===== config.mk =====
export PLATFORM = sky130hd
export DESIGN_NAME = go_to_goal_velocity_controller
export DESIGN_NICKNAME = d
export VERILOG_FILES = /design/src/gtg_pkg.sv /design/src/go_to_goal_velocity_controller.sv
export VERILOG_INCLUDE_DIRS = /design/src /design/src/src
export SDC_FILE = /design/constraint.sdc
export NUM_CORES = 2
export LEC_CHECK = 0
export ABC_AREA = 1
export BUFFER_PORTS_ARGS = -buffer_cell sky130_fd_sc_hd__buf_4
export CELL_PAD_IN_SITES_DETAIL_PLACEMENT = 1
export CELL_PAD_IN_SITES_GLOBAL_PLACEMENT = 2
export CORE_ASPECT_RATIO = 1.5
export CORE_MARGIN = 5
export CORE_UTILIZATION = 35
export CTS_BUF_LIST = sky130_fd_sc_hd__clkbuf_4
export DETAILED_ROUTE_END_ITERATION = 12
export PLACE_DENSITY_LB_ADDON = 0.1
export SYNTH_ARGS = -nofsm -noshare
export SYNTH_HDL_FRONTEND = slang
export SYNTH_SLANG_ARGS = --single-unit

===== constraint.sdc =====
create_clock -name aclk -period 10.6 [get_ports aclk]
set_input_delay 0 -clock aclk [delete_from_list [all_inputs] [get_ports aclk]]
set_output_delay 0 -clock aclk [all_outputs]
set_load 0.05 [all_outputs]

===== src/go_to_goal_velocity_controller_macros.svh =====
// ----------------------------------------------------------------------------
// Go-to-goal velocity controller assertion macros
// Shared concurrent assertion forms on the aclk/aresetn domain.
// ----------------------------------------------------------------------------
`ifndef GO_TO_GOAL_VELOCITY_CONTROLLER_MACROS_SVH
`define GO_TO_GOAL_VELOCITY_CONTROLLER_MACROS_SVH

// Same-cycle implication.
`define GTG_ASSERT_SAME(label, ante, cons, msg) \
    label: assert property (@(posedge aclk) disable iff (!aresetn) (ante) |-> (cons)) \
        else $error(msg);

// Next-cycle implication.
`define GTG_ASSERT_NEXT(label, ante, cons, msg) \
    label: assert property (@(posedge aclk) disable iff (!aresetn) (ante) |=> (cons)) \
        else $error(msg);

`endif


===== src/gtg_pkg.sv =====
// ----------------------------------------------------------------------------
// Go-to-goal velocity controller package
// Widths, fixed-point constants, sequencer states and the arctangent table.
// ----------------------------------------------------------------------------
`default_nettype none

package gtg_pkg;

    localparam int CORDIC_STEPS = 16;

    localparam int POS_W   = 24;
    localparam int QUAT_W  = 16;
    localparam int GAIN_W  = 16;
    localparam int SPD_W   = 23;
    localparam int TURN_W  = 18;
    localparam int ANG_W   = 16;
    localparam int CFG_W   = 24;
    localparam int IDX_W   = 3;
    localparam int MUL_W   = 25;
    localparam int PROD_W  = 50;
    localparam int ACC_W   = 51;
    localparam int CRD_W   = 36;
    localparam int Z_W     = 20;
    localparam int SQ_W    = 50;
    localparam int DIST_W  = 25;
    localparam int CNT_W   = 6;
    localparam int SQRT_TOP = 24;

    localparam logic [IDX_W-1:0] REG_TARGET_X  = 3'd0;
    localparam logic [IDX_W-1:0] REG_TARGET_Y  = 3'd1;
    localparam logic [IDX_W-1:0] REG_GAIN      = 3'd2;
    localparam logic [IDX_W-1:0] REG_MAX_SPEED = 3'd3;
    localparam logic [IDX_W-1:0] REG_TOLERANCE = 3'd4;

    localparam logic OP_POSE = 1'b0;
    localparam logic OP_TICK = 1'b1;

    localparam logic signed [GAIN_W-1:0] GAIN_RESET  = 16'sd2048;
    localparam logic [SPD_W-1:0]         SPEED_RESET = 23'd410;
    localparam logic [SPD_W-1:0]         TOL_RESET   = 23'd205;

    localparam logic signed [Z_W-1:0]    HALF_PI_Q16 = 20'sd102944;
    localparam logic signed [ACC_W-1:0]  ONE_Q28     = 51'sd268435456;
    localparam logic signed [ANG_W:0]    PI_Q12      = 17'sd12868;
    localparam logic signed [ANG_W:0]    TWO_PI_Q12  = 17'sd25736;
    localparam logic signed [ACC_W-1:0]  TURN_MAX    = 51'sd131071;
    localparam logic signed [ACC_W-1:0]  TURN_MIN    = -51'sd131072;
    localparam logic signed [ACC_W-1:0]  ROUND_Q12   = 51'sd2048;

    typedef enum logic [3:0] {
        ST_IDLE,
        ST_PMUL,
        ST_PFORM,
        ST_TMUL,
        ST_SQRT,
        ST_SCHK,
        ST_CINIT,
        ST_CITER,
        ST_CDONE,
        ST_WRAP,
        ST_GMUL,
        ST_TURN,
        ST_OUT
    } state_t;

    function automatic logic signed [Z_W-1:0] atan_q16(input logic [4:0] idx);
        logic signed [Z_W-1:0] r;
        case (idx)
            5'd0:    r = 20'sd51472;
            5'd1:    r = 20'sd30386;
            5'd2:    r = 20'sd16055;
            5'd3:    r = 20'sd8150;
            5'd4:    r = 20'sd4091;
            5'd5:    r = 20'sd2047;
            5'd6:    r = 20'sd1024;
            5'd7:    r = 20'sd512;
            5'd8:    r = 20'sd256;
            5'd9:    r = 20'sd128;
            5'd10:   r = 20'sd64;
            5'd11:   r = 20'sd32;
            5'd12:   r = 20'sd16;
            5'd13:   r = 20'sd8;
            5'd14:   r = 20'sd4;
            5'd15:   r = 20'sd2;
            5'd16:   r = 20'sd1;
            default: r = 20'sd0;
        endcase
        return r;
    endfunction

endpackage

`default_nettype wire


===== src/go_to_goal_velocity_controller.sv =====
// ----------------------------------------------------------------------------
// Go-to-goal velocity controller
// Stores pose and yaw, and answers control ticks with linear speed and
// turn rate from a proportional heading law, using one shared multiplier,
// one CORDIC vectoring stage and one square root stage under a sequencer.
// ----------------------------------------------------------------------------
// Channel   Direction  Handshake                Payload
// s_        in         s_valid / s_ready        opcode, pose_x/y, quat_x/y/z/w
// m_        out        m_valid / m_ready        linear_speed, turn_rate, at_target
// cfg_      in         cfg_wr_en                cfg_index, cfg_wr_data
//
// A pose transaction runs four multiplier passes, the operand setup and
// CORDIC_STEPS iterations of the CORDIC stage. A tick runs two multiplier
// passes, 25 square root steps, the CORDIC iterations and the wrap, gain and
// saturation steps; a tick at the goal skips the CORDIC. A tick before any pose
// is dropped. The block accepts one transaction at a time. A finished result
// waits in the output register while the next transaction is taken, and a tick
// holds in its last state while the previous result still waits. Reset is
// synchronous and active low.
// ----------------------------------------------------------------------------
`default_nettype none

module go_to_goal_velocity_controller (
    input  wire                                   aclk,
    input  wire                                   aresetn,
    input  wire                                   s_valid,
    output logic                                  s_ready,
    input  wire                                   s_opcode,
    input  wire signed [gtg_pkg::POS_W-1:0]       s_pose_x,
    input  wire signed [gtg_pkg::POS_W-1:0]       s_pose_y,
    input  wire signed [gtg_pkg::QUAT_W-1:0]      s_quat_x,
    input  wire signed [gtg_pkg::QUAT_W-1:0]      s_quat_y,
    input  wire signed [gtg_pkg::QUAT_W-1:0]      s_quat_z,
    input  wire signed [gtg_pkg::QUAT_W-1:0]      s_quat_w,
    output logic                                  m_valid,
    input  wire                                   m_ready,
    output logic [gtg_pkg::SPD_W-1:0]             m_linear_speed,
    output logic signed [gtg_pkg::TURN_W-1:0]     m_turn_rate,
    output logic                                  m_at_target,
    input  wire                                   cfg_wr_en,
    input  wire [gtg_pkg::IDX_W-1:0]              cfg_index,
    input  wire [gtg_pkg::CFG_W-1:0]              cfg_wr_data
);

`include "go_to_goal_velocity_controller_macros.svh"

    gtg_pkg::state_t state_reg, state_next;

    logic [gtg_pkg::CNT_W-1:0] cnt_reg, cnt_next;
    logic op_reg, op_next;

    logic signed [gtg_pkg::POS_W-1:0]  tx_reg, ty_reg;
    logic signed [gtg_pkg::GAIN_W-1:0] gain_reg;
    logic [gtg_pkg::SPD_W-1:0]         max_reg, tol_reg;

    logic signed [gtg_pkg::POS_W-1:0]  held_x_reg, held_x_next, held_y_reg, held_y_next;
    logic signed [gtg_pkg::ANG_W-1:0]  held_yaw_reg, held_yaw_next;
    logic pose_seen_reg, pose_seen_next;

    logic signed [gtg_pkg::QUAT_W-1:0] qx_reg, qy_reg, qz_reg, qw_reg;
    logic signed [gtg_pkg::QUAT_W-1:0] qx_next, qy_next, qz_next, qw_next;
    logic signed [gtg_pkg::MUL_W-1:0]  dx_reg, dx_next, dy_reg, dy_next;

    logic signed [gtg_pkg::ACC_W-1:0]  acc_reg, acc_next, ssum_reg, ssum_next;
    logic signed [gtg_pkg::CRD_W-1:0]  cx_reg, cx_next, cy_reg, cy_next;
    logic signed [gtg_pkg::Z_W-1:0]    cz_reg, cz_next;
    logic signed [gtg_pkg::ANG_W-1:0]  ang_reg, ang_next;
    logic signed [gtg_pkg::ANG_W:0]    err_reg, err_next;
    logic [gtg_pkg::SQ_W-1:0]          rem_reg, rem_next, root_reg, root_next;

    logic [gtg_pkg::SPD_W-1:0]         lin_res_reg, lin_res_next;
    logic signed [gtg_pkg::TURN_W-1:0] turn_res_reg, turn_res_next;
    logic                              tgt_res_reg, tgt_res_next;

    logic                              m_valid_reg, m_valid_next;
    logic [gtg_pkg::SPD_W-1:0]         m_lin_reg, m_lin_next;
    logic signed [gtg_pkg::TURN_W-1:0] m_turn_reg, m_turn_next;
    logic                              m_tgt_reg, m_tgt_next;

    logic signed [gtg_pkg::MUL_W-1:0]  mul_a, mul_b;
    logic signed [gtg_pkg::PROD_W-1:0] product;

    logic                              s_fire;
    logic                              cordic_zero;
    logic                              cordic_last;
    logic                              out_free;
    logic [gtg_pkg::DIST_W-1:0]        dist_q;
    logic                              near_goal;
    logic [gtg_pkg::SQ_W-1:0]          sq_bit, sq_trial;
    logic signed [gtg_pkg::CRD_W-1:0]  cx_sh, cy_sh;
    logic signed [gtg_pkg::Z_W-1:0]    atan_val;
    logic signed [gtg_pkg::Z_W-1:0]    z_round;
    logic signed [gtg_pkg::ANG_W:0]    diff;
    logic signed [gtg_pkg::ACC_W-1:0]  turn_full;

    assign s_ready        = (state_reg == gtg_pkg::ST_IDLE);
    assign s_fire         = s_valid && s_ready;
    assign m_valid        = m_valid_reg;
    assign m_linear_speed = m_lin_reg;
    assign m_turn_rate    = m_turn_reg;
    assign m_at_target    = m_tgt_reg;

    assign cordic_zero = (cx_reg == '0) && (cy_reg == '0);
    assign cordic_last = (cnt_reg == gtg_pkg::CNT_W'(gtg_pkg::CORDIC_STEPS - 1));
    assign out_free    = !m_valid_reg || m_ready;
    assign dist_q      = root_reg[gtg_pkg::DIST_W-1:0];
    assign near_goal   = dist_q < {2'b00, tol_reg};

    assign product  = mul_a * mul_b;
    assign sq_bit   = gtg_pkg::SQ_W'(1) << {cnt_reg[4:0], 1'b0};
    assign sq_trial = root_reg + sq_bit;
    assign cx_sh    = cx_reg >>> cnt_reg[4:0];
    assign cy_sh    = cy_reg >>> cnt_reg[4:0];
    assign atan_val = gtg_pkg::atan_q16(cnt_reg[4:0]);
    assign z_round  = (cz_reg + 20'sd8) >>> 4;
    assign diff     = {ang_reg[gtg_pkg::ANG_W-1], ang_reg}
                    - {held_yaw_reg[gtg_pkg::ANG_W-1], held_yaw_reg};
    assign turn_full = (acc_reg + gtg_pkg::ROUND_Q12) >>> 12;

    always_comb begin
        mul_a = '0;
        mul_b = '0;
        case (state_reg)
            gtg_pkg::ST_PMUL: begin
                case (cnt_reg[1:0])
                    2'd0: begin
                        mul_a = gtg_pkg::MUL_W'(qw_reg);
                        mul_b = gtg_pkg::MUL_W'(qz_reg);
                    end
                    2'd1: begin
                        mul_a = gtg_pkg::MUL_W'(qx_reg);
                        mul_b = gtg_pkg::MUL_W'(qy_reg);
                    end
                    2'd2: begin
                        mul_a = gtg_pkg::MUL_W'(qy_reg);
                        mul_b = gtg_pkg::MUL_W'(qy_reg);
                    end
                    default: begin
                        mul_a = gtg_pkg::MUL_W'(qz_reg);
                        mul_b = gtg_pkg::MUL_W'(qz_reg);
                    end
                endcase
            end
            gtg_pkg::ST_TMUL: begin
                mul_a = cnt_reg[0] ? dy_reg : dx_reg;
                mul_b = cnt_reg[0] ? dy_reg : dx_reg;
            end
            gtg_pkg::ST_GMUL: begin
                mul_a = gtg_pkg::MUL_W'(gain_reg);
                mul_b = gtg_pkg::MUL_W'(err_reg);
            end
            default: begin
                mul_a = '0;
                mul_b = '0;
            end
        endcase
    end

    always_comb begin
        state_next = state_reg;
        case (state_reg)
            gtg_pkg::ST_IDLE: begin
                if (s_fire) begin
                    if (s_opcode == gtg_pkg::OP_POSE) begin
                        state_next = gtg_pkg::ST_PMUL;
                    end else if (pose_seen_reg) begin
                        state_next = gtg_pkg::ST_TMUL;
                    end
                end
            end
            gtg_pkg::ST_PMUL: begin
                if (cnt_reg[1:0] == 2'd3) begin
                    state_next = gtg_pkg::ST_PFORM;
                end
            end
            gtg_pkg::ST_PFORM: state_next = gtg_pkg::ST_CINIT;
            gtg_pkg::ST_TMUL: begin
                if (cnt_reg[0]) begin
                    state_next = gtg_pkg::ST_SQRT;
                end
            end
            gtg_pkg::ST_SQRT: begin
                if (cnt_reg == '0) begin
                    state_next = gtg_pkg::ST_SCHK;
                end
            end
            gtg_pkg::ST_SCHK: state_next = near_goal ? gtg_pkg::ST_OUT : gtg_pkg::ST_CINIT;
            gtg_pkg::ST_CINIT: state_next = cordic_zero ? gtg_pkg::ST_CDONE : gtg_pkg::ST_CITER;
            gtg_pkg::ST_CITER: begin
                if (cordic_last) begin
                    state_next = gtg_pkg::ST_CDONE;
                end
            end
            gtg_pkg::ST_CDONE: begin
                state_next = (op_reg == gtg_pkg::OP_POSE) ? gtg_pkg::ST_IDLE : gtg_pkg::ST_WRAP;
            end
            gtg_pkg::ST_WRAP: state_next = gtg_pkg::ST_GMUL;
            gtg_pkg::ST_GMUL: state_next = gtg_pkg::ST_TURN;
            gtg_pkg::ST_TURN: state_next = gtg_pkg::ST_OUT;
            gtg_pkg::ST_OUT: begin
                if (out_free) begin
                    state_next = gtg_pkg::ST_IDLE;
                end
            end
            default: state_next = gtg_pkg::ST_IDLE;
        endcase
    end

    always_comb begin
        cnt_next       = cnt_reg;
        op_next        = op_reg;
        held_x_next    = held_x_reg;
        held_y_next    = held_y_reg;
        held_yaw_next  = held_yaw_reg;
        pose_seen_next = pose_seen_reg;
        qx_next        = qx_reg;
        qy_next        = qy_reg;
        qz_next        = qz_reg;
        qw_next        = qw_reg;
        dx_next        = dx_reg;
        dy_next        = dy_reg;
        acc_next       = acc_reg;
        ssum_next      = ssum_reg;
        cx_next        = cx_reg;
        cy_next        = cy_reg;
        cz_next        = cz_reg;
        ang_next       = ang_reg;
        err_next       = err_reg;
        rem_next       = rem_reg;
        root_next      = root_reg;
        lin_res_next   = lin_res_reg;
        turn_res_next  = turn_res_reg;
        tgt_res_next   = tgt_res_reg;
        m_valid_next   = m_valid_reg && !m_ready;
        m_lin_next     = m_lin_reg;
        m_turn_next    = m_turn_reg;
        m_tgt_next     = m_tgt_reg;

        case (state_reg)
            gtg_pkg::ST_IDLE: begin
                cnt_next = '0;
                if (s_fire) begin
                    op_next = s_opcode;
                    if (s_opcode == gtg_pkg::OP_POSE) begin
                        held_x_next = s_pose_x;
                        held_y_next = s_pose_y;
                        qx_next     = s_quat_x;
                        qy_next     = s_quat_y;
                        qz_next     = s_quat_z;
                        qw_next     = s_quat_w;
                    end else begin
                        dx_next = gtg_pkg::MUL_W'(tx_reg) - gtg_pkg::MUL_W'(held_x_reg);
                        dy_next = gtg_pkg::MUL_W'(ty_reg) - gtg_pkg::MUL_W'(held_y_reg);
                    end
                end
            end
            gtg_pkg::ST_PMUL: begin
                cnt_next = cnt_reg + 1'b1;
                case (cnt_reg[1:0])
                    2'd0:    acc_next = gtg_pkg::ACC_W'(product);
                    2'd1:    ssum_next = acc_reg + gtg_pkg::ACC_W'(product);
                    2'd2:    acc_next = gtg_pkg::ACC_W'(product);
                    default: acc_next = acc_reg + gtg_pkg::ACC_W'(product);
                endcase
            end
            gtg_pkg::ST_PFORM: begin
                cy_next = gtg_pkg::CRD_W'(ssum_reg <<< 1);
                cx_next = gtg_pkg::CRD_W'(gtg_pkg::ONE_Q28 - (acc_reg <<< 1));
            end
            gtg_pkg::ST_TMUL: begin
                if (cnt_reg[0]) begin
                    rem_next  = gtg_pkg::SQ_W'(acc_reg + gtg_pkg::ACC_W'(product));
                    root_next = '0;
                    cnt_next  = gtg_pkg::CNT_W'(gtg_pkg::SQRT_TOP);
                end else begin
                    acc_next = gtg_pkg::ACC_W'(product);
                    cnt_next = cnt_reg + 1'b1;
                end
            end
            gtg_pkg::ST_SQRT: begin
                if (rem_reg >= sq_trial) begin
                    rem_next  = rem_reg - sq_trial;
                    root_next = (root_reg >> 1) + sq_bit;
                end else begin
                    root_next = root_reg >> 1;
                end
                cnt_next = cnt_reg - 1'b1;
            end
            gtg_pkg::ST_SCHK: begin
                cx_next = gtg_pkg::CRD_W'(dx_reg);
                cy_next = gtg_pkg::CRD_W'(dy_reg);
                if (near_goal) begin
                    lin_res_next  = '0;
                    turn_res_next = '0;
                    tgt_res_next  = 1'b1;
                end
            end
            gtg_pkg::ST_CINIT: begin
                cnt_next = '0;
                cz_next  = '0;
                if (cx_reg < 0) begin
                    if (cy_reg >= 0) begin
                        cx_next = cy_reg;
                        cy_next = -cx_reg;
                        cz_next = gtg_pkg::HALF_PI_Q16;
                    end else begin
                        cx_next = -cy_reg;
                        cy_next = cx_reg;
                        cz_next = -gtg_pkg::HALF_PI_Q16;
                    end
                end
            end
            gtg_pkg::ST_CITER: begin
                cnt_next = cnt_reg + 1'b1;
                if (cy_reg > 0) begin
                    cx_next = cx_reg + cy_sh;
                    cy_next = cy_reg - cx_sh;
                    cz_next = cz_reg + atan_val;
                end else begin
                    cx_next = cx_reg - cy_sh;
                    cy_next = cy_reg + cx_sh;
                    cz_next = cz_reg - atan_val;
                end
            end
            gtg_pkg::ST_CDONE: begin
                if (op_reg == gtg_pkg::OP_POSE) begin
                    held_yaw_next  = z_round[gtg_pkg::ANG_W-1:0];
                    pose_seen_next = 1'b1;
                end else begin
                    ang_next = z_round[gtg_pkg::ANG_W-1:0];
                end
            end
            gtg_pkg::ST_WRAP: begin
                if (diff > gtg_pkg::PI_Q12) begin
                    err_next = diff - gtg_pkg::TWO_PI_Q12;
                end else if (diff < -gtg_pkg::PI_Q12) begin
                    err_next = diff + gtg_pkg::TWO_PI_Q12;
                end else begin
                    err_next = diff;
                end
            end
            gtg_pkg::ST_GMUL: begin
                acc_next = gtg_pkg::ACC_W'(product);
            end
            gtg_pkg::ST_TURN: begin
                tgt_res_next = 1'b0;
                lin_res_next = (dist_q < {2'b00, max_reg}) ? dist_q[gtg_pkg::SPD_W-1:0]
                                                           : max_reg;
                if (turn_full > gtg_pkg::TURN_MAX) begin
                    turn_res_next = gtg_pkg::TURN_W'(gtg_pkg::TURN_MAX);
                end else if (turn_full < gtg_pkg::TURN_MIN) begin
                    turn_res_next = gtg_pkg::TURN_W'(gtg_pkg::TURN_MIN);
                end else begin
                    turn_res_next = turn_full[gtg_pkg::TURN_W-1:0];
                end
            end
            gtg_pkg::ST_OUT: begin
                if (out_free) begin
                    m_valid_next = 1'b1;
                    m_lin_next   = lin_res_reg;
                    m_turn_next  = turn_res_reg;
                    m_tgt_next   = tgt_res_reg;
                end
            end
            default: begin
                cnt_next = '0;
            end
        endcase
    end

    always_ff @(posedge aclk) begin
        if (!aresetn) begin
            state_reg     <= gtg_pkg::ST_IDLE;
            cnt_reg       <= '0;
            held_x_reg    <= '0;
            held_y_reg    <= '0;
            held_yaw_reg  <= '0;
            pose_seen_reg <= 1'b0;
            m_valid_reg   <= 1'b0;
        end else begin
            state_reg     <= state_next;
            cnt_reg       <= cnt_next;
            held_x_reg    <= held_x_next;
            held_y_reg    <= held_y_next;
            held_yaw_reg  <= held_yaw_next;
            pose_seen_reg <= pose_seen_next;
            m_valid_reg   <= m_valid_next;
        end
    end

    always_ff @(posedge aclk) begin
        if (!aresetn) begin
            tx_reg   <= '0;
            ty_reg   <= '0;
            gain_reg <= gtg_pkg::GAIN_RESET;
            max_reg  <= gtg_pkg::SPEED_RESET;
            tol_reg  <= gtg_pkg::TOL_RESET;
        end else if (cfg_wr_en) begin
            case (cfg_index)
                gtg_pkg::REG_TARGET_X:  tx_reg   <= cfg_wr_data;
                gtg_pkg::REG_TARGET_Y:  ty_reg   <= cfg_wr_data;
                gtg_pkg::REG_GAIN:      gain_reg <= cfg_wr_data[gtg_pkg::GAIN_W-1:0];
                gtg_pkg::REG_MAX_SPEED: max_reg  <= cfg_wr_data[gtg_pkg::SPD_W-1:0];
                gtg_pkg::REG_TOLERANCE: tol_reg  <= cfg_wr_data[gtg_pkg::SPD_W-1:0];
                default: ;
            endcase
        end
    end

    always_ff @(posedge aclk) begin
        op_reg       <= op_next;
        qx_reg       <= qx_next;
        qy_reg       <= qy_next;
        qz_reg       <= qz_next;
        qw_reg       <= qw_next;
        dx_reg       <= dx_next;
        dy_reg       <= dy_next;
        acc_reg      <= acc_next;
        ssum_reg     <= ssum_next;
        cx_reg       <= cx_next;
        cy_reg       <= cy_next;
        cz_reg       <= cz_next;
        ang_reg      <= ang_next;
        err_reg      <= err_next;
        rem_reg      <= rem_next;
        root_reg     <= root_next;
        lin_res_reg  <= lin_res_next;
        turn_res_reg <= turn_res_next;
        tgt_res_reg  <= tgt_res_next;
        m_lin_reg    <= m_lin_next;
        m_turn_reg   <= m_turn_next;
        m_tgt_reg    <= m_tgt_next;
    end

    // A result at the goal carries no motion command.
    `GTG_ASSERT_SAME(a_goal_still, m_valid && m_at_target, (m_linear_speed == '0) && (m_turn_rate == '0), "motion commanded at goal")
    // Away from the goal the speed never exceeds the configured cap.
    `GTG_ASSERT_SAME(a_speed_cap, m_valid && !m_at_target, m_linear_speed <= max_reg, "speed above cap")
    // The CORDIC counter stays inside the table.
    `GTG_ASSERT_SAME(a_cordic_cnt, state_reg == gtg_pkg::ST_CITER, cnt_reg < gtg_pkg::CNT_W'(gtg_pkg::CORDIC_STEPS), "CORDIC counter overrun")
    // A tick is only worked on after a pose has been stored.
    `GTG_ASSERT_SAME(a_tick_pose, state_reg == gtg_pkg::ST_TMUL, pose_seen_reg, "tick without pose")
    // A finished pose transaction leaves a pose marked as seen.
    `GTG_ASSERT_NEXT(a_pose_mark, state_reg == gtg_pkg::ST_CDONE && op_reg == gtg_pkg::OP_POSE, pose_seen_reg && (state_reg == gtg_pkg::ST_IDLE), "pose not recorded")

endmodule

`default_nettype wire


# ---- Word level (Yosys, flattened, before mapping)
# Memory sizes are Yosys's and may differ from the RTL's. A register that Yosys moved wholly into a read port is not among the register bits.
# Cells that the tools add are included.
dict set report classes {
  n_lt_le_gt_ge 10
  n_mux 55
  eq_ne 32
  n_bitwise 2
  n_reduce_logical 39
  n_shift 3
  mul 1
  addsub 22
  div 0
}
# cell n
set ops {}
lappend ops {{36-bit case mux with 4 select lines} 2}
lappend ops {{25-bit case mux with 3 select lines} 3}
lappend ops {{36-bit two-way mux} 6}
lappend ops {{50-bit two-way mux} 4}
lappend ops {{50-bit case mux with 2 select lines} 2}
lappend ops {{51-bit case mux with 3 select lines} 1}
lappend ops {{51-bit case mux with 2 select lines} 1}
lappend ops {{36-bit adder} 2}
lappend ops {{36-bit zero test} 2}
lappend ops {{36-bit negation} 2}
lappend ops {{36-bit by 5-bit >>> shifter with 36-bit output} 2}
lappend ops {{36-bit subtractor} 2}
lappend ops {{20-bit two-way mux} 3}
lappend ops {{18-bit two-way mux} 3}
lappend ops {{4-bit case mux with 13 select lines} 1}
lappend ops {{51-bit by 13-bit adder with 51-bit output (second input constant)} 1}
lappend ops {{51-bit by 50-bit adder with 51-bit output} 1}
lappend ops {{51-bit two-way mux} 1}
lappend ops {{49-bit by 50-bit adder with 50-bit output} 1}
lappend ops {{50-bit adder} 1}
lappend ops {{50-bit greater-or-equal comparator} 1}
lappend ops {{25-bit by 23-bit less-than comparator with 1-bit output} 2}
lappend ops {{25-bit by 25-bit multiplier with 50-bit output} 1}
lappend ops {{25-bit two-way mux} 2}
lappend ops {{other kinds (59)} 117}
dict set report word_totals {
  romBits 512
  out_inout_bits 44
  input_bits 145
  register_bits 696
  ramBits 0
  n_memories 1
  latchBits 0
}
# name depth width rd rd_clocked_by_memory_dff write_ports line_no
set mem_list {}
lappend mem_list {{(no name shown)} 32 16 1 1 0 gtg_pkg.sv:68} ;# case (idx)

# ---- Longest topological paths before layout
dict set report logic_depth {
  word_depth 8
  mapped_depth 52
}

# ---- Least setup slack after synthesis
# Ideal clock, no wire load.
dict set report synth_timing {
  path_type {register to register}
  from {register cnt_reg[0] in the netlist's numbering}
  to {register acc_reg[50] in the netlist's numbering (data pin)}
  path_buffers 5
  t_required_ns 10.335
  path_stages_with_launch 49
  setup_slack_ns 0.388
  t_arrival_ns 9.946
  period_less_slack_ns 10.212
  cell_sequence {dfxtp_1 -> inv_2 -> buf_6 -> buf_2 -> ha_1 -> clkbuf_1 -> nand2_1 -> nand2_1 -> a221oi_1 -> nor2_1 -> a21oi_1 -> clkinv_1 -> nor2_1 -> clkbuf_1 -> clkbuf_1 -> nor2_1 -> fa_1 -> fa_1 -> [... 13 more ...] -> nand2_1 -> nand2_1 -> a21oi_1 -> o21ai_0 -> nand2_1 -> and2_1 -> ha_1 -> nand2_1 -> nor2_1 -> inv_1 -> nor4_1 -> nand3_1 -> nand3_1 -> nand2_1 -> nand3_1 -> xnor2_1 -> nor2_1 -> xor2_1}
}
dict set report synth_via {
  elab_chain_cells 8
  elab_cells_between_ends 15
  cone_classes {add/sub (1); mul (1); eq/ne (2); mux (8); reduce/logical (3)}
}
# element line_no
set synth_rtl {}
lappend synth_rtl {{from (decl)} go_to_goal_velocity_controller.sv:49} ;# logic [gtg_pkg::CNT_W-1:0] cnt_reg, cnt_next;
lappend synth_rtl {{from (signal assigned)} go_to_goal_velocity_controller.sv:382} ;# cnt_reg <= cnt_next;
lappend synth_rtl {{2-bit by 1-bit == test with 1-bit output or 2-bit == test (tied branches)} {go_to_goal_velocity_controller.sv:125, go_to_goal_velocity_controller.sv:259}}
lappend synth_rtl {{2-bit OR reduction (no source line)} n/a}
lappend synth_rtl {{25-bit two-way mux} go_to_goal_velocity_controller.sv:125} ;# case (cnt_reg[1:0])
lappend synth_rtl {{25-bit case mux with 3 select lines} go_to_goal_velocity_controller.sv:123} ;# case (state_reg)
lappend synth_rtl {{25-bit by 25-bit multiplier with 50-bit output} go_to_goal_velocity_controller.sv:109} ;# assign product = mul_a * mul_b;
lappend synth_rtl {{51-bit by 50-bit adder with 51-bit output} n/a}
lappend synth_rtl {{51-bit case mux with 2 select lines} go_to_goal_velocity_controller.sv:259} ;# case (cnt_reg[1:0])
lappend synth_rtl {{51-bit case mux with 3 select lines *} go_to_goal_velocity_controller.sv:239} ;# case (state_reg)
lappend synth_rtl {{via acc_next (one bit)} go_to_goal_velocity_controller.sv:64} ;# logic signed [gtg_pkg::ACC_W-1:0] acc_reg, acc_next, ssum_reg, ssum_next;
lappend synth_rtl {{to (signal assigned)} go_to_goal_velocity_controller.sv:418} ;# acc_reg <= acc_next;
lappend synth_rtl {{to (decl)} go_to_goal_velocity_controller.sv:64}
# The timed path passes the listed nets; every way through them passes the cells marked *. The select of a mux whose other input is x is not followed.
# A chain may end at the register's enable or synchronous reset.

# ---- Final worst setup path
dict set report layout_timing {
  from {register state_reg[1]}
  to {register rem_reg[46] in the netlist's numbering (data pin)}
}
dict set report layout_via {
  elab_chain_cells 6
  elab_cells_between_ends 10
  cone_classes {add/sub (1); mul (1); eq/ne (4); mux (4)}
}
# element line_no
set layout_rtl {}
lappend layout_rtl {{from (decl)} go_to_goal_velocity_controller.sv:47} ;# gtg_pkg::state_t state_reg, state_next;
lappend layout_rtl {{from (signal assigned)} go_to_goal_velocity_controller.sv:373} ;# state_reg <= gtg_pkg::ST_IDLE;
lappend layout_rtl {{from (signal assigned)} go_to_goal_velocity_controller.sv:381} ;# state_reg <= state_next;
lappend layout_rtl {{4-bit == test (tied with other cells)} go_to_goal_velocity_controller.sv:123}
lappend layout_rtl {{25-bit case mux with 3 select lines} go_to_goal_velocity_controller.sv:123}
lappend layout_rtl {{25-bit by 25-bit multiplier with 50-bit output} go_to_goal_velocity_controller.sv:109}
lappend layout_rtl {{51-bit by 50-bit adder with 51-bit output} go_to_goal_velocity_controller.sv:272} ;# rem_next = gtg_pkg::SQ_W'(acc_reg + gtg_pkg::ACC_W'(product));
lappend layout_rtl {{50-bit two-way mux} go_to_goal_velocity_controller.sv:271} ;# if (cnt_reg[0]) begin
lappend layout_rtl {{50-bit case mux with 2 select lines *} go_to_goal_velocity_controller.sv:239}
lappend layout_rtl {{via rem_next (one bit)} go_to_goal_velocity_controller.sv:69} ;# logic [gtg_pkg::SQ_W-1:0] rem_reg, rem_next, root_reg, root_next;
lappend layout_rtl {{to (signal assigned)} go_to_goal_velocity_controller.sv:425} ;# rem_reg <= rem_next;
lappend layout_rtl {{to (decl)} go_to_goal_velocity_controller.sv:69}
# Marks and branches as above.

==> summary by stage <==
Critical path
The library cell appearing most often on the critical path is sky130_fd_sc_hd__inv_1. The endpoint required time on the critical path is 11.66 ns. The kind of end point of the critical path is a flop. Among all stages on the critical path, the largest delay is contributed by sky130_fd_sc_hd__fa_1. The biggest cell delay along the critical path is 0.58 ns. The peak fanout along the critical path is 12. The worst setup path category is flop to flop. The critical path contains buffers and inverters numbering 19 combined. The startpoint identified for the worst register-to-register timing path is state_reg[1]. STA classifies the critical path startpoint as a flop.

The critical path startpoint is state_reg[1]. At the worst endpoint, the arrival time is 11.44 ns. Broken down by cell family, the worst path's largest delay share belongs to adder cells.

Placement
Summing all placed instances gives a cell area of 0.0928 sq mm. The number of buffers added on ports is 188. The post-detailed-placement half-perimeter wirelength is 363000 um.

At the end of routability-driven placement, the weighted congestion stood at 1.00. At the placement stage, the worst setup path has a slack of -1.29 ns.

Route
The average routed wire per standard cell is 28.9 um. The count of nets left with antenna violations after detail routing is 0. The residual DRC count is 0. The routed layout has 85800 vias. The final layout contains routed wiring with a total length of 453000 um. After the first detailed-routing iteration, the DRC count stood at 5829. After detailed routing, the number of vias per cell comes to 5.47. The count of TritonRoute iterations in the first routing pass is 5.

Global routing
The first global-routing pass estimated 640000 um of wire. The initial antenna violation count was 34. The overall routing resource usage is 36.3%.

The via count of the first global-routing pass is 92100. Entering global routing, the biggest net connects 80 pins. The total global routing overflow is 0.

CTS
The clock edge transition at the registers on the reported setup and hold paths is 0.08 ns. The root buffer cell is sky130_fd_sc_hd__clkbuf_4. The longest clock path from root to sink contains 4 buffers.

The clock insertion delay at the later pin of the skew report is 1.32 ns. The CTS tree is done. Clock tree synthesis found a total of 712 sinks. The number of buffers inserted during clock tree synthesis is 207. The level count of the clock H-tree is 4.

Yosys
For this run, the leading register cell type out of synthesis is sky130_fd_sc_hd__edfxtp_1. The per-instance average area after synthesis is 7.38 sq um. The portion of the post-synthesis area used by sequential elements is 23.8%. The number of enable-type register cells in the synthesized netlist is 510. Sorting the synthesized cells by area gives the leading types as sky130_fd_sc_hd__edfxtp_1, sky130_fd_sc_hd__fa_1, sky130_fd_sc_hd__nand2_1. The synthesized netlist devotes 24.4% of its cell area to adder and majority cells.

The number of different library cells in the post-synthesis netlist is 76. The synthesized design contains 712 register bits. Counting every net in the synthesized netlist gives 12300. The dominant combinational cell family by area after synthesis is adder cells. In the synthesized netlist the async set-or-reset flop fraction comes to 0%. After Yosys synthesis, XOR and XNOR cells account for 4.72% of the synthesized area. The portion of synthesized area spent on multiplexers is 0%. The area share of the largest cell type after synthesis is 18.9%. Synthesis produced a netlist whose cell count is 11000. The fraction of the mapped netlist area in simple logic gates is 23.7%.

The synthesized netlist occupies a cell area of 0.0812 sq mm. Yosys printed 0 warnings. The cell taking the most area after synthesis is sky130_fd_sc_hd__edfxtp_1. The synthesized netlist devotes 13.1% of its cell area to compound gates.

Die
The number of ports placed on the die boundary is 189. In this run the standard cell core region covers 0.231 sq mm. The die is 600 um tall. For this configuration, the core starts out at a cell density of 35.2%.

The die boundary width is 403 um. The floorplan has 216 rows. The floorplan step defined a die boundary enclosing 0.242 sq mm.

STA
The minimum setup slack in the final design is 0.221 ns. The worst-case hold slack is 0.154 ns. The normalized max-slew margin is 21.8%. The final number of max-transition violations is 0.

The maximum clock rate is 0.0964 GHz. For the final database, setup skew stands at 0.225 ns. The final number of setup-violating endpoints is 0. The final hold violation count is 0. After layout, the minimum clock period comes to 10.38 ns. The transition time of the tightest slew-check pin is 1.16 ns. The final critical path takes up 97.9% of the cycle.

Power and ir drop
VDD sags by at most 375 uV. The cell area power density is 334 mW/mm^2. Summed over all cells, the static leakage comes to 47.9 nW.

Layout
The number of flip-flops under the largest register name is 51. Compared with the post-synthesis result, the final layout area differs by 25.0%. The proportion of layout cells with a drive suffix above 1 is 14.6%. The finished cells cover 0.102 sq mm. The count of nets after finishing is 13800.

Run status
The run finished with clean final reports.

Worst hold path
In this run the worst hold path is classified as primary input to flop. In this run the most critical hold path is launched from s_opcode.

Flow run
The max-capacitance violation count is 0.
## where the power goes
part	internal [mW]	switching, mW
logic	9.40	16.8
registers	4.03	0.837
clock network	1.31	1.52
## cell usage after synthesis, types with 15 or more instances
| library cell | n |
|---|---|
| sky130_fd_sc_hd__clkbuf_1 | 219 |
| sky130_fd_sc_hd__a211oi_1 | 15 |
| sky130_fd_sc_hd__a21oi_1 | 749 |
| sky130_fd_sc_hd__a21o_1 | 32 |
| sky130_fd_sc_hd__o211ai_1 | 35 |
| sky130_fd_sc_hd__nand2_1 | 2299 |
| sky130_fd_sc_hd__clkinv_1 | 18 |
| sky130_fd_sc_hd__nor4_1 | 41 |
| sky130_fd_sc_hd__o22ai_1 | 30 |
| sky130_fd_sc_hd__nand4_1 | 117 |
| sky130_fd_sc_hd__dfxtp_1 | 202 |
| sky130_fd_sc_hd__nand3_1 | 634 |
| sky130_fd_sc_hd__and3_1 | 18 |
| sky130_fd_sc_hd__a22oi_1 | 20 |
| sky130_fd_sc_hd__nor3_1 | 159 |
| sky130_fd_sc_hd__inv_1 | 1761 |
| sky130_fd_sc_hd__edfxtp_1 | 510 |
| sky130_fd_sc_hd__inv_2 | 34 |
| sky130_fd_sc_hd__a31oi_1 | 91 |
| sky130_fd_sc_hd__nor2_1 | 1203 |
| sky130_fd_sc_hd__buf_1 | 27 |
| sky130_fd_sc_hd__a21boi_0 | 19 |
| sky130_fd_sc_hd__xor2_1 | 287 |
| sky130_fd_sc_hd__xnor2_1 | 136 |
| sky130_fd_sc_hd__o21ai_1 | 40 |
| sky130_fd_sc_hd__ha_1 | 516 |
| sky130_fd_sc_hd__buf_2 | 68 |
| sky130_fd_sc_hd__o31ai_1 | 20 |
| sky130_fd_sc_hd__o2111ai_1 | 49 |
| sky130_fd_sc_hd__or2_2 | 48 |
| sky130_fd_sc_hd__o21ai_0 | 721 |
| sky130_fd_sc_hd__fa_1 | 666 |
| sky130_fd_sc_hd__o21a_1 | 31 |
## kinds of logic after synthesis
| group | Yosys count |
|---|---|
| AO/OA/AOI/OAI | 1923 |
| buffers and inverters | 2153 |
| XOR/XNOR | 430 |
| flip-flops | 712 |
| adder cells (fa/ha/maj) | 1182 |
| AND/OR/NAND/NOR | 4611 |
## per-stage QoR
step                power, mW  instances  setup TNS, ns  utilization, %
detailed placement       29.7      14800         -34.44            40.2
global route             35.7      15700         -0.267            44.0
finish                   33.9      15700              0            44.0
CTS                      32.9      15600        -0.0343            43.5
floorplan                16.7      11000              0               -
global placement         29.3      14800         -23.49            40.2
## worst register-to-register path: cells and delay by family (launching register included)
kind	cells	cell delay (ns)
buffers and inverters	19	2.37
flip-flops	1	0.37
adder cells (fa/ha/maj)	9	4.33
AND/OR/NAND/NOR	13	1.58
AO/OA/AOI/OAI	8	1.27
XOR/XNOR	1	0.25
## what timing repair did
action / 4_1_cts / 5_1_grt
endpoints found under the hold margin: 344 / 0
resized for setup: 67 / 203
hold buffers: 463 / 0
gates cloned: 0 / 2
pin swaps: 4 / 39
setup buffers: 3 / 21
setup endpoints to repair: 71 / 68
## layer usage
layer	track usage (%)	share of wire (%)
met1	39.8	37
met4	25.8	9.0
met3	5.76	5.4
met5	0	0.028
met2	64.1	49
## layout by cell type (no fill, tap or decap), drive strengths merged, types with 91 or more instances in the layout
| cell type | count |
|---|---|
| nand3 | 640 |
| nand4 | 119 |
| edfxtp | 510 |
| a31oi | 91 |
| a21oi | 753 |
| inv | 1791 |
| ha | 516 |
| clkbuf | 297 |
| nand2 | 2313 |
| dlygate4sd3 | 462 |
| buf | 1102 |
| xor2 | 293 |
| xnor2 | 137 |
| nor3 | 170 |
| nor2 | 1224 |
| o21ai | 774 |
| dfxtp | 202 |
| fa | 666 |
## area by class of cell
cell class | instances | area [sq um]
Tap cell | 3052 | 3820
Clock buffer | 295 | 2210
Multi-Input combinational cell | 8146 | 54800
Antenna cell | 23 | 57.6
Fill cell | 28700 | 129000
Inverter | 1814 | 6850
Clock inverter | 73 | 335
Timing Repair Buffer | 1566 | 14100
Sequential cell | 712 | 19400
## worst paths after layout
kind	slack (ns)	depth (start not counted)	endpoint
setup / recovery	0.22	50	rem_reg[46]
hold / removal	0.15	3	op_reg
setup reg to reg	0.22	50	rem_reg[46]
hold reg to reg	0.38	0	m_turn_rate[16]
No activity file was read; power rests on OpenSTA's default activity.
